File: src/rtl/core/pngse_pkg.sv
package pngse_pkg;

    localparam int CFG_W       = 13;
    localparam int CFG_IDX_W   = 2;
    localparam int PIX_W       = 32;
    localparam int BYTE_W      = 8;
    localparam int RAW_W       = 2 * CFG_W + 2;
    localparam int DEF_MAX_DIM = 4096;
    localparam int DEF_ITEM_DEPTH = 2;
    localparam int DEF_OUT_DEPTH  = 2;

    localparam int MIN_WIDTH     = 2;
    localparam int BLOCK_MAX     = 65535;
    localparam int ADLER_MOD     = 65521;
    localparam int IDAT_OVERHEAD = 6;

    localparam logic [CFG_IDX_W-1:0] REG_WIDTH  = 2'd0;
    localparam logic [CFG_IDX_W-1:0] REG_HEIGHT = 2'd1;

    localparam logic [31:0] CRC_POLY = 32'hEDB88320;

    localparam logic [7:0] ZLIB_CMF   = 8'h78;
    localparam logic [7:0] ZLIB_FLG   = 8'h01;
    localparam logic [7:0] IHDR_LEN   = 8'd13;
    localparam logic [7:0] BIT_DEPTH  = 8'd8;
    localparam logic [7:0] COLOR_RGBA = 8'd6;

    localparam logic [7:0] CH_I = 8'h49;
    localparam logic [7:0] CH_H = 8'h48;
    localparam logic [7:0] CH_D = 8'h44;
    localparam logic [7:0] CH_R = 8'h52;
    localparam logic [7:0] CH_A = 8'h41;
    localparam logic [7:0] CH_T = 8'h54;
    localparam logic [7:0] CH_E = 8'h45;
    localparam logic [7:0] CH_N = 8'h4E;

    localparam logic [7:0] SIG_BYTES [8] = '{8'h89, 8'h50, 8'h4E, 8'h47,
                                             8'h0D, 8'h0A, 8'h1A, 8'h0A};

    typedef struct packed {
        logic [PIX_W-1:0] pixel;
        logic             start;
        logic             col0;
        logic             done;
    } item_t;

    typedef struct packed {
        logic [BYTE_W-1:0] data;
        logic              last;
        logic              eof;
    } out_t;

    typedef struct packed {
        logic [CFG_W-1:0] width;
        logic [CFG_W-1:0] height;
        logic [RAW_W-1:0] raw_len;
        logic [31:0]      idat_len;
    } geom_t;

endpackage

File: src/rtl/core/pngse_fifo.sv
module pngse_fifo #(
    parameter int WIDTH = 8,
    parameter int DEPTH = 2
) (
    input  logic             clk,
    input  logic             rst_n,
    input  logic             push,
    input  logic [WIDTH-1:0] wdata,
    output logic             full,
    input  logic             pop,
    output logic [WIDTH-1:0] rdata,
    output logic             empty
);

    localparam int AW = (DEPTH > 1) ? $clog2(DEPTH) : 1;

    logic [WIDTH-1:0] mem_reg [DEPTH];
    logic [AW-1:0]    wr_ptr_reg, wr_ptr_next;
    logic [AW-1:0]    rd_ptr_reg, rd_ptr_next;
    logic [AW:0]      count_reg, count_next;
    logic             wr_en, rd_en;

    assign full  = (count_reg == (AW+1)'(DEPTH));
    assign empty = (count_reg == '0);
    assign wr_en = push && !full;
    assign rd_en = pop && !empty;
    assign rdata = mem_reg[rd_ptr_reg];

    always_comb
    begin
        wr_ptr_next = wr_ptr_reg;
        rd_ptr_next = rd_ptr_reg;
        if (wr_en)
        begin
            wr_ptr_next = (wr_ptr_reg == AW'(DEPTH - 1)) ? '0 : wr_ptr_reg + 1'b1;
        end
        if (rd_en)
        begin
            rd_ptr_next = (rd_ptr_reg == AW'(DEPTH - 1)) ? '0 : rd_ptr_reg + 1'b1;
        end
        count_next = count_reg + (AW+1)'(wr_en) - (AW+1)'(rd_en);
    end

    always_ff @(posedge clk)
    begin
        if (wr_en)
        begin
            mem_reg[wr_ptr_reg] <= wdata;
        end
    end

    always_ff @(posedge clk or negedge rst_n)
    begin
        if (!rst_n)
        begin
            wr_ptr_reg <= '0;
            rd_ptr_reg <= '0;
            count_reg  <= '0;
        end
        else
        begin
            wr_ptr_reg <= wr_ptr_next;
            rd_ptr_reg <= rd_ptr_next;
            count_reg  <= count_next;
        end
    end

endmodule

File: src/rtl/core/pngse_front.sv
module pngse_front #(
    parameter int MAX_DIM = pngse_pkg::DEF_MAX_DIM
) (
    input  logic                                clk,
    input  logic                                rst_n,
    input  logic                                push,
    input  logic [pngse_pkg::PIX_W-1:0]         pixel,
    input  logic                                cfg_we,
    input  logic [pngse_pkg::CFG_IDX_W-1:0]     cfg_index,
    input  logic [pngse_pkg::CFG_W-1:0]         cfg_data,
    input  logic                                q_full,
    output logic                                q_push,
    output pngse_pkg::item_t                    q_item,
    output pngse_pkg::geom_t                    geom
);

    localparam int CFG_MAX = (1 << pngse_pkg::CFG_W) - 1;
    localparam int EFF_MAX = (MAX_DIM < CFG_MAX) ? MAX_DIM : CFG_MAX;
    localparam int DIM_W   = $clog2(EFF_MAX + 1);
    localparam int RAW_W   = pngse_pkg::RAW_W;

    logic [pngse_pkg::CFG_W-1:0] width_reg, height_reg;
    logic [DIM_W-1:0]            col_reg, col_next;
    logic [DIM_W-1:0]            row_reg, row_next;
    logic                        hdr_sent_reg, hdr_sent_next;
    logic [RAW_W-1:0]            raw_reg, raw_next;
    logic [15:0]                 blocks_reg, blocks_next;
    logic [31:0]                 idat_reg, idat_next;

    logic [DIM_W-1:0] w_eff, h_eff;
    logic [DIM_W-1:0] c_cur, r_cur;
    logic [DIM_W:0]   c_inc, r_inc;
    logic             accept, done;
    logic             cfg_hit;
    logic [pngse_pkg::CFG_W+1:0] w_times4;
    logic [31:0]      bx;
    logic [15:0]      q0;
    logic [16:0]      rem;

    always_comb
    begin
        if (width_reg < pngse_pkg::CFG_W'(pngse_pkg::MIN_WIDTH))
        begin
            w_eff = DIM_W'(pngse_pkg::MIN_WIDTH);
        end
        else if (32'(width_reg) > 32'(EFF_MAX))
        begin
            w_eff = DIM_W'(EFF_MAX);
        end
        else
        begin
            w_eff = DIM_W'(width_reg);
        end

        if (height_reg == '0)
        begin
            h_eff = DIM_W'(1);
        end
        else if (32'(height_reg) > 32'(EFF_MAX))
        begin
            h_eff = DIM_W'(EFF_MAX);
        end
        else
        begin
            h_eff = DIM_W'(height_reg);
        end
    end

    assign accept  = push && !q_full;
    assign cfg_hit = cfg_we && (cfg_index == pngse_pkg::REG_WIDTH ||
                                cfg_index == pngse_pkg::REG_HEIGHT);

    always_comb
    begin
        c_cur = hdr_sent_reg ? col_reg : '0;
        r_cur = hdr_sent_reg ? row_reg : '0;
        c_inc = (DIM_W+1)'(c_cur) + 1'b1;
        r_inc = (DIM_W+1)'(r_cur) + 1'b1;
        done  = 1'b0;
        col_next      = col_reg;
        row_next      = row_reg;
        hdr_sent_next = hdr_sent_reg;
        if (cfg_hit)
        begin
            col_next      = '0;
            row_next      = '0;
            hdr_sent_next = 1'b0;
        end
        else if (accept)
        begin
            if (c_inc >= (DIM_W+1)'(w_eff))
            begin
                col_next = '0;
                if (r_inc >= (DIM_W+1)'(h_eff))
                begin
                    done     = 1'b1;
                    row_next = '0;
                end
                else
                begin
                    row_next = r_inc[DIM_W-1:0];
                end
            end
            else
            begin
                col_next = c_inc[DIM_W-1:0];
                row_next = r_cur;
            end
            hdr_sent_next = !done;
        end
    end

    assign q_push       = accept;
    assign q_item.pixel = pixel;
    assign q_item.start = !hdr_sent_reg;
    assign q_item.col0  = (c_cur == '0);
    assign q_item.done  = done;

    // Geometry pipeline: raw_reg, then blocks_reg, then idat_reg settle in turn after a
    // register write, long before the back end reaches the IDAT length bytes.
    always_comb
    begin
        w_times4    = {pngse_pkg::CFG_W'(w_eff), 2'b01};
        raw_next    = RAW_W'(w_times4) * RAW_W'(h_eff);
        bx          = 32'(raw_reg) + 32'(pngse_pkg::BLOCK_MAX - 1);
        q0          = bx[31:16];
        rem         = 17'(bx[15:0]) + 17'(q0);
        blocks_next = q0 + ((rem >= 17'(pngse_pkg::BLOCK_MAX)) ? 16'd1 : 16'd0);
        idat_next   = 32'(raw_reg) + {14'd0, blocks_reg, 2'b00} + 32'(blocks_reg)
                      + 32'(pngse_pkg::IDAT_OVERHEAD);
    end

    assign geom.width    = pngse_pkg::CFG_W'(w_eff);
    assign geom.height   = pngse_pkg::CFG_W'(h_eff);
    assign geom.raw_len  = raw_reg;
    assign geom.idat_len = idat_reg;

    always_ff @(posedge clk or negedge rst_n)
    begin
        if (!rst_n)
        begin
            width_reg    <= pngse_pkg::CFG_W'(pngse_pkg::MIN_WIDTH);
            height_reg   <= pngse_pkg::CFG_W'(1);
            col_reg      <= '0;
            row_reg      <= '0;
            hdr_sent_reg <= 1'b0;
            raw_reg      <= '0;
            blocks_reg   <= '0;
            idat_reg     <= '0;
        end
        else
        begin
            if (cfg_we && cfg_index == pngse_pkg::REG_WIDTH)
            begin
                width_reg <= cfg_data;
            end
            if (cfg_we && cfg_index == pngse_pkg::REG_HEIGHT)
            begin
                height_reg <= cfg_data;
            end
            col_reg      <= col_next;
            row_reg      <= row_next;
            hdr_sent_reg <= hdr_sent_next;
            raw_reg      <= raw_next;
            blocks_reg   <= blocks_next;
            idat_reg     <= idat_next;
        end
    end

endmodule

File: src/rtl/core/pngse_back.sv
module pngse_back (
    input  logic             clk,
    input  logic             rst_n,
    input  logic             q_empty,
    input  pngse_pkg::item_t q_item,
    output logic             q_pop,
    input  pngse_pkg::geom_t geom,
    input  logic             out_full,
    output logic             out_push,
    output pngse_pkg::out_t  out_item
);

    localparam int RAW_W = pngse_pkg::RAW_W;

    typedef enum logic [9:0] {
        ST_IDLE  = 10'b00_0000_0001,
        ST_SIG   = 10'b00_0000_0010,
        ST_IHDR  = 10'b00_0000_0100,
        ST_HCRC  = 10'b00_0000_1000,
        ST_IDATH = 10'b00_0001_0000,
        ST_DATA  = 10'b00_0010_0000,
        ST_ADLER = 10'b00_0100_0000,
        ST_DCRC  = 10'b00_1000_0000,
        ST_IEND  = 10'b01_0000_0000,
        ST_ECRC  = 10'b10_0000_0000
    } state_t;

    state_t           state_reg, state_next;
    logic [4:0]       idx_reg, idx_next;
    logic [2:0]       k_reg, k_next;
    logic [2:0]       bh_reg, bh_next;
    logic [31:0]      pix_reg, pix_next;
    logic             done_reg, done_next;
    logic [31:0]      crc_reg, crc_next;
    logic [15:0]      lo_reg, lo_next;
    logic [15:0]      hi_reg, hi_next;
    logic [15:0]      blk_reg, blk_next;
    logic [RAW_W-1:0] raw_reg, raw_next;

    logic        go, fin, crc_use, crc_init;
    logic [7:0]  byte_val;
    logic        last_b, eof_b;
    logic [31:0] raw32;
    logic [15:0] blk_len;
    logic        final_blk;
    logic [16:0] lo_sum, hi_sum;
    logic [15:0] lo_new;

    function automatic logic [7:0] be_byte(input logic [31:0] w, input logic [1:0] s);
        logic [7:0] b;
        case (s)
            2'd0:    b = w[31:24];
            2'd1:    b = w[23:16];
            2'd2:    b = w[15:8];
            default: b = w[7:0];
        endcase
        return b;
    endfunction

    function automatic logic [31:0] crc_upd(input logic [31:0] c_in, input logic [7:0] b);
        logic [31:0] c;
        c = c_in ^ {24'd0, b};
        for (int i = 0; i < 8; i++)
        begin
            c = c[0] ? ((c >> 1) ^ pngse_pkg::CRC_POLY) : (c >> 1);
        end
        return c;
    endfunction

    assign go        = (state_reg != ST_IDLE) && !out_full;
    assign raw32     = 32'(raw_reg);
    assign final_blk = (raw32 <= 32'(pngse_pkg::BLOCK_MAX));
    assign blk_len   = final_blk ? raw32[15:0] : 16'(pngse_pkg::BLOCK_MAX);

    always_comb
    begin
        state_next = state_reg;
        idx_next   = idx_reg;
        k_next     = k_reg;
        bh_next    = bh_reg;
        pix_next   = pix_reg;
        done_next  = done_reg;
        crc_next   = crc_reg;
        lo_next    = lo_reg;
        hi_next    = hi_reg;
        blk_next   = blk_reg;
        raw_next   = raw_reg;
        byte_val   = '0;
        crc_use    = 1'b0;
        crc_init   = 1'b0;
        last_b     = 1'b0;
        eof_b      = 1'b0;
        fin        = 1'b0;
        q_pop      = 1'b0;
        lo_sum     = '0;
        hi_sum     = '0;
        lo_new     = '0;

        if (go)
        begin
            idx_next = idx_reg + 1'b1;
            case (state_reg)
                ST_SIG:
                begin
                    byte_val = pngse_pkg::SIG_BYTES[idx_reg[2:0]];
                    if (idx_reg == 5'd7)
                    begin
                        state_next = ST_IHDR;
                        idx_next   = '0;
                        raw_next   = geom.raw_len;
                        blk_next   = '0;
                        bh_next    = '0;
                        lo_next    = 16'd1;
                        hi_next    = '0;
                    end
                end
                ST_IHDR:
                begin
                    case (idx_reg) inside
                        [5'd0:5'd2]:  byte_val = '0;
                        5'd3:         byte_val = pngse_pkg::IHDR_LEN;
                        5'd4:         byte_val = pngse_pkg::CH_I;
                        5'd5:         byte_val = pngse_pkg::CH_H;
                        5'd6:         byte_val = pngse_pkg::CH_D;
                        5'd7:         byte_val = pngse_pkg::CH_R;
                        [5'd8:5'd11]: byte_val = be_byte(32'(geom.width), idx_reg[1:0]);
                        [5'd12:5'd15]: byte_val = be_byte(32'(geom.height), idx_reg[1:0]);
                        5'd16:        byte_val = pngse_pkg::BIT_DEPTH;
                        5'd17:        byte_val = pngse_pkg::COLOR_RGBA;
                        default:      byte_val = '0;
                    endcase
                    crc_use  = (idx_reg >= 5'd4);
                    crc_init = (idx_reg == 5'd4);
                    if (idx_reg == 5'd20)
                    begin
                        state_next = ST_HCRC;
                        idx_next   = '0;
                    end
                end
                ST_HCRC:
                begin
                    byte_val = be_byte(~crc_reg, idx_reg[1:0]);
                    if (idx_reg == 5'd3)
                    begin
                        state_next = ST_IDATH;
                        idx_next   = '0;
                    end
                end
                ST_IDATH:
                begin
                    case (idx_reg) inside
                        [5'd0:5'd3]: byte_val = be_byte(geom.idat_len, idx_reg[1:0]);
                        5'd4:        byte_val = pngse_pkg::CH_I;
                        5'd5:        byte_val = pngse_pkg::CH_D;
                        5'd6:        byte_val = pngse_pkg::CH_A;
                        5'd7:        byte_val = pngse_pkg::CH_T;
                        5'd8:        byte_val = pngse_pkg::ZLIB_CMF;
                        default:     byte_val = pngse_pkg::ZLIB_FLG;
                    endcase
                    crc_use  = (idx_reg >= 5'd4);
                    crc_init = (idx_reg == 5'd4);
                    if (idx_reg == 5'd9)
                    begin
                        state_next = ST_DATA;
                        idx_next   = '0;
                    end
                end
                ST_DATA:
                begin
                    crc_use = 1'b1;
                    if (blk_reg == '0)
                    begin
                        // Stored block header in front of the next data byte.
                        case (bh_reg)
                            3'd0:    byte_val = {7'd0, final_blk};
                            3'd1:    byte_val = blk_len[7:0];
                            3'd2:    byte_val = blk_len[15:8];
                            3'd3:    byte_val = ~blk_len[7:0];
                            default: byte_val = ~blk_len[15:8];
                        endcase
                        if (bh_reg == 3'd4)
                        begin
                            bh_next  = '0;
                            blk_next = blk_len;
                        end
                        else
                        begin
                            bh_next = bh_reg + 1'b1;
                        end
                    end
                    else
                    begin
                        case (k_reg)
                            3'd1:    byte_val = pix_reg[7:0];
                            3'd2:    byte_val = pix_reg[15:8];
                            3'd3:    byte_val = pix_reg[23:16];
                            3'd4:    byte_val = pix_reg[31:24];
                            default: byte_val = '0;
                        endcase
                        lo_sum  = 17'(lo_reg) + 17'(byte_val);
                        lo_new  = (lo_sum >= 17'(pngse_pkg::ADLER_MOD))
                                  ? 16'(lo_sum - 17'(pngse_pkg::ADLER_MOD)) : lo_sum[15:0];
                        hi_sum  = 17'(hi_reg) + 17'(lo_new);
                        lo_next = lo_new;
                        hi_next = (hi_sum >= 17'(pngse_pkg::ADLER_MOD))
                                  ? 16'(hi_sum - 17'(pngse_pkg::ADLER_MOD)) : hi_sum[15:0];
                        blk_next = blk_reg - 1'b1;
                        if (raw_reg != '0)
                        begin
                            raw_next = raw_reg - 1'b1;
                        end
                        if (k_reg == 3'd4)
                        begin
                            if (done_reg)
                            begin
                                state_next = ST_ADLER;
                                idx_next   = '0;
                            end
                            else
                            begin
                                fin    = 1'b1;
                                last_b = 1'b1;
                            end
                        end
                        else
                        begin
                            k_next = k_reg + 1'b1;
                        end
                    end
                end
                ST_ADLER:
                begin
                    byte_val = be_byte({hi_reg, lo_reg}, idx_reg[1:0]);
                    crc_use  = 1'b1;
                    if (idx_reg == 5'd3)
                    begin
                        state_next = ST_DCRC;
                        idx_next   = '0;
                    end
                end
                ST_DCRC:
                begin
                    byte_val = be_byte(~crc_reg, idx_reg[1:0]);
                    if (idx_reg == 5'd3)
                    begin
                        state_next = ST_IEND;
                        idx_next   = '0;
                    end
                end
                ST_IEND:
                begin
                    case (idx_reg) inside
                        5'd4:    byte_val = pngse_pkg::CH_I;
                        5'd5:    byte_val = pngse_pkg::CH_E;
                        5'd6:    byte_val = pngse_pkg::CH_N;
                        5'd7:    byte_val = pngse_pkg::CH_D;
                        default: byte_val = '0;
                    endcase
                    crc_use  = (idx_reg >= 5'd4);
                    crc_init = (idx_reg == 5'd4);
                    if (idx_reg == 5'd7)
                    begin
                        state_next = ST_ECRC;
                        idx_next   = '0;
                    end
                end
                ST_ECRC:
                begin
                    byte_val = be_byte(~crc_reg, idx_reg[1:0]);
                    if (idx_reg == 5'd3)
                    begin
                        fin    = 1'b1;
                        last_b = 1'b1;
                        eof_b  = 1'b1;
                    end
                end
                default:
                begin
                    byte_val = '0;
                end
            endcase

            if (crc_use)
            begin
                crc_next = crc_upd(crc_init ? '1 : crc_reg, byte_val);
            end
            if (fin)
            begin
                state_next = ST_IDLE;
            end
        end

        // The next pixel is taken in the cycle its predecessor's last beat leaves.
        if ((state_reg == ST_IDLE || fin) && !q_empty)
        begin
            q_pop      = 1'b1;
            pix_next   = q_item.pixel;
            done_next  = q_item.done;
            k_next     = q_item.col0 ? 3'd0 : 3'd1;
            idx_next   = '0;
            state_next = q_item.start ? ST_SIG : ST_DATA;
        end
    end

    assign out_push      = go;
    assign out_item.data = byte_val;
    assign out_item.last = last_b;
    assign out_item.eof  = eof_b;

    always_ff @(posedge clk)
    begin
        pix_reg <= pix_next;
    end

    always_ff @(posedge clk or negedge rst_n)
    begin
        if (!rst_n)
        begin
            state_reg <= ST_IDLE;
            idx_reg   <= '0;
            k_reg     <= '0;
            bh_reg    <= '0;
            done_reg  <= 1'b0;
            crc_reg   <= '1;
            lo_reg    <= 16'd1;
            hi_reg    <= '0;
            blk_reg   <= '0;
            raw_reg   <= '0;
        end
        else
        begin
            state_reg <= state_next;
            idx_reg   <= idx_next;
            k_reg     <= k_next;
            bh_reg    <= bh_next;
            done_reg  <= done_next;
            crc_reg   <= crc_next;
            lo_reg    <= lo_next;
            hi_reg    <= hi_next;
            blk_reg   <= blk_next;
            raw_reg   <= raw_next;
        end
    end

endmodule

File: src/rtl/core/png_stored_stream_encoder.sv
// A pixel's first beat reaches the result side through the item FIFO, the sequencer
// state registers and the output FIFO. The byte sequencer gives one beat per cycle
// while the output FIFO has room: 4 beats per pixel, 5 at a row start, 5 more at each
// stored-block boundary, 53 for the first pixel and 20 more for the last. The single
// byte lane sets the sustained pixel rate. Reset clears all control state, width to 2
// and height to 1; the geometry registers settle in turn after reset or a register write.
module png_stored_stream_encoder #(
    parameter int MAX_DIM    = pngse_pkg::DEF_MAX_DIM,
    parameter int ITEM_DEPTH = pngse_pkg::DEF_ITEM_DEPTH,
    parameter int OUT_DEPTH  = pngse_pkg::DEF_OUT_DEPTH
) (
    input  logic                            clk,
    input  logic                            rst_n,
    input  logic                            push,
    output logic                            full,
    input  logic [pngse_pkg::PIX_W-1:0]     pixel,
    output logic                            empty,
    input  logic                            pop,
    output logic [pngse_pkg::BYTE_W-1:0]    out_byte,
    output logic                            last_of_run,
    output logic                            end_of_file,
    input  logic                            cfg_we,
    input  logic [pngse_pkg::CFG_IDX_W-1:0] cfg_index,
    input  logic [pngse_pkg::CFG_W-1:0]     cfg_data
);

    localparam int ITEM_W = $bits(pngse_pkg::item_t);
    localparam int OUT_W  = $bits(pngse_pkg::out_t);

    pngse_pkg::item_t  f_item, b_item;
    pngse_pkg::geom_t  geom;
    pngse_pkg::out_t   o_item, o_head;
    logic              q_push, q_full, q_pop, q_empty;
    logic              o_push, o_full;
    logic [ITEM_W-1:0] q_rdata;
    logic [OUT_W-1:0]  o_rdata;

    pngse_front #(
        .MAX_DIM(MAX_DIM)
    ) u_front (
        .clk      (clk),
        .rst_n    (rst_n),
        .push     (push),
        .pixel    (pixel),
        .cfg_we   (cfg_we),
        .cfg_index(cfg_index),
        .cfg_data (cfg_data),
        .q_full   (q_full),
        .q_push   (q_push),
        .q_item   (f_item),
        .geom     (geom)
    );

    pngse_fifo #(
        .WIDTH(ITEM_W),
        .DEPTH(ITEM_DEPTH)
    ) u_item_q (
        .clk  (clk),
        .rst_n(rst_n),
        .push (q_push),
        .wdata(f_item),
        .full (q_full),
        .pop  (q_pop),
        .rdata(q_rdata),
        .empty(q_empty)
    );

    assign b_item = pngse_pkg::item_t'(q_rdata);
    assign full   = q_full;

    pngse_back u_back (
        .clk     (clk),
        .rst_n   (rst_n),
        .q_empty (q_empty),
        .q_item  (b_item),
        .q_pop   (q_pop),
        .geom    (geom),
        .out_full(o_full),
        .out_push(o_push),
        .out_item(o_item)
    );

    pngse_fifo #(
        .WIDTH(OUT_W),
        .DEPTH(OUT_DEPTH)
    ) u_out_q (
        .clk  (clk),
        .rst_n(rst_n),
        .push (o_push),
        .wdata(o_item),
        .full (o_full),
        .pop  (pop),
        .rdata(o_rdata),
        .empty(empty)
    );

    assign o_head      = pngse_pkg::out_t'(o_rdata);
    assign out_byte    = o_head.data;
    assign last_of_run = o_head.last;
    assign end_of_file = o_head.eof;

endmodule
File: config.mk
export PLATFORM = sky130hd
export DESIGN_NAME = png_stored_stream_encoder
export DESIGN_NICKNAME = d
export VERILOG_FILES = /design/src/rtl/core/pngse_pkg.sv /design/src/rtl/core/pngse_fifo.sv /design/src/rtl/core/pngse_front.sv /design/src/rtl/core/pngse_back.sv /design/src/rtl/core/png_stored_stream_encoder.sv
export SDC_FILE = /design/constraint.sdc
export NUM_CORES = 1
export LEC_CHECK = 0
export BUFFER_PORTS_ARGS = -buffer_cell sky130_fd_sc_hd__clkbuf_2
export CAP_MARGIN = 20
export CORE_UTILIZATION = 25
export CTS_BUF_LIST = sky130_fd_sc_hd__clkbuf_4 sky130_fd_sc_hd__clkbuf_8 sky130_fd_sc_hd__clkbuf_16
export CTS_CLUSTER_DIAMETER = 150
export DETAILED_ROUTE_END_ITERATION = 16
export HOLD_SLACK_MARGIN = 0.12
export PLACE_DENSITY = 0.48
export SLEW_MARGIN = 40
export SYNTH_ARGS = -nofsm -noshare
export SYNTH_HDL_FRONTEND = slang
export SYNTH_SLANG_ARGS = --single-unit
export TNS_END_PERCENT = 1
File: constraint.sdc
create_clock -name clk -period 11.6 [get_ports clk]
set_clock_uncertainty 0.1 [all_clocks]
set_input_delay 0 -clock clk [delete_from_list [all_inputs] [get_ports clk]]
set_output_delay 0 -clock clk [all_outputs]
set_load 0.1 [all_outputs]
==> summary.txt <==
initial core utilization -> 25.2%
antenna violations before repair -> 1
Synth area leaders -> dfrtp_1 19%, edfxtp_1 12%, fa_1 9.0%
final total power -> 7.41 mW
Fillers -> 12683
count of cell types in the netlist -> 93
RSZ-0062 raised after global routing -> no
post-route setup TNS -> 0 ns
Worst-Margin Slew -> 0.856 ns
#FFs+latches synth -> 385
nets@finish -> 3766
Tcrit/Tclk final -> 74.4%
ys flop type -> dfrtp_1
Die W -> 350 um
grt total ovfl -> 0
via count -> 24089
ys async rst share -> 68.3%
share of cells above drive strength 1 -> 11.0%
Largest register FFs -> 70
final number of setup-violating endpoints -> 0
Avg Inst Size Synth -> 9.27 um^2
leakage power -> 14.9 nW
Seq/Total Area, Yosys -> 34.0%
routed len/inst -> 17.9 um
clock-pin slew on the worst setup and hold paths -> 0.07 ns
Max VDD drop -> 0.000209 V
Post-synth EDFFs -> 122
CTS resizes -> 0
routability cong. -> 0.871
maxcap violations -> 0
DR vias/cell -> 4.81
Routed Wire Length -> 89.6 mm
CTS tree -> built
Buffers on Ports -> 63
die height -> 350 um
most frequent cell after synthesis -> nand2_1
post-synthesis cell area -> 30200 um^2
H-Tree Depth -> 2
Core Area -> 120000 um^2
antenna viol nets, final -> 0
Cell Rows -> 127
final hold vios -> 0
worst hold slack -> 0.164 ns
Crit path largest cell delay -> 0.58 ns
first-pass detailed-route iteration total -> 8
DRC viols -> 0
Slew Viols, Final -> 0
All-Layer GR Usage -> 14.7%
Yosys warning count -> 0
detailed placement HPWL -> 67.7 mm
Power Dens Cells -> 212 nW/um^2
# diodes -> 0
Clk Latency, worst-skew pair -> 0.61 ns
Worst EP required -> 11.94 ns
drt initial violations -> 2092
Relative slew margins -> 42.7%
CTS max path bufs -> 3
CP max FO -> 11
Yosys top cell by area -> dfrtp_1
# Post-CTS Setup Buffers -> 0
worst path bufs/invs -> 2
post-route core utilization -> 29.1%
CTS sink count -> 385
Area Growth Syn to Fin -> 15.6%
Max Freq -> 116 MHz
Root Driver -> clkbuf_16
crit path max-delay cell type -> nor4_2
largest net degree at the start of global routing -> 63
cts hold-fix bufs -> 88
top cells by count, synth -> 371 x nand2_1, 289 x nor2_1, 277 x inv_1
status -> complete, no violations
CP Launch Type -> flop
share of Yosys cell area claimed by the top area cell type -> 18.8%
CP Class -> reg2reg
first-pass GRT wire length -> 142 mm
CP delay by family, top -> compound AO/OA/AOI/OAI gates
CTS buffer count -> 46
Tmin final -> 8.63 ns
Worst Setup End Kind -> flop
vias in the first global route -> 24089
I/O pin count -> 64
Mapped Cells -> 3261
Hold Path Class -> in2reg
Critical Path AT -> 8.97 ns
Die ar. -> 122000 um^2
## worst reg2reg max path: cells and delay by family, from the launching register on
family | cells | cell delay, ns
XOR/XNOR | 2 | 0.34
flip-flops | 1 | 0.40
buffers and inverters | 2 | 0.16
adder cells (fa/ha/maj) | 4 | 1.20
AO/OA/AOI/OAI | 15 | 4.11
multiplexers | 1 | 0.28
AND/OR/NAND/NOR | 6 | 1.86
## through the flow
step | setup slack, ns | cells | area, um^2
final | 2.97 | 5008 | 35000
after global routing | 2.13 | 5008 | 35000
after CTS | 2.43 | 5007 | 34900
after detailed placement | 2.48 | 4836 | 32500
after global placement | 2.52 | 4834 | 32300
after floorplan | 3.75 | 3262 | 30200
## layer usage
layer | routed length, um | GRT usage, % | vias to the layer above
li1 | - | - | 11530
met4 | 1960 | 3.62 | 0
met5 | 0 | 0 | -
met2 | 40800 | 23.6 | 574
met1 | 42300 | 20.7 | 11867
met3 | 4580 | 2.18 | 118
## logic make-up after synthesis
family | Yosys count | share of synthesized area, %
compound gates | 702 | 14.9
buf+inv | 421 | 5.32
flops | 385 | 34.0
fa+ha+maj | 353 | 18.0
other cells | 1 | 0.0124
simple gates | 1052 | 16.3
mux | 89 | 3.25
xor+xnor | 258 | 8.14
## report_power, final
group / internal [mW] / total [mW] / switching [mW]
Sequential: 1.70 / 1.99 / 0.285
Clock: 0.893 / 1.52 / 0.626
Combinational: 1.54 / 3.90 / 2.36
## worst paths after layout
check	from	to	slack, ns	cells past startpoint
min reg2reg	u_back.crc_reg[22]	u_back.crc_reg[22]	0.38	2
max in group asynchronous	rst_n	u_front.width_reg[12]	9.08	6
max	u_back.k_reg[0]	u_back.hi_reg[10]	2.97	30
min	cfg_data[3]	u_front.height_reg[3]	0.16	3
min in group asynchronous	rst_n	u_back.lo_reg[0]	0.54	3
max reg2reg	u_back.k_reg[0]	u_back.hi_reg[10]	2.97	30
## placed cells by master (no fill, tap or decap), types with 49 or more instances in the layout
master,count
xnor2_1,155
clkbuf_2,62
edfxtp_1,122
dfrtp_1,225
ha_1,216
nand3_1,57
nand2_1,370
o21ai_0,207
nor2_1,283
dlygate4sd3_1,87
xor2_1,86
a21oi_1,149
mux2_2,73
nor3_1,69
fa_1,136
inv_1,276
a21o_1,49
## area by class of cell
cell class	count	area (um^2)	area share (%)
clock buffers	57	1260	3.62
flip-flops and latches	385	10300	29.4
inverters	283	1060	3.04
multi-input cells	2456	18500	52.8
clock inverters	26	308	0.880
repair buffers	189	1550	4.42
well taps	1612	2020	5.77
Power figures use the tool's default switching activity.
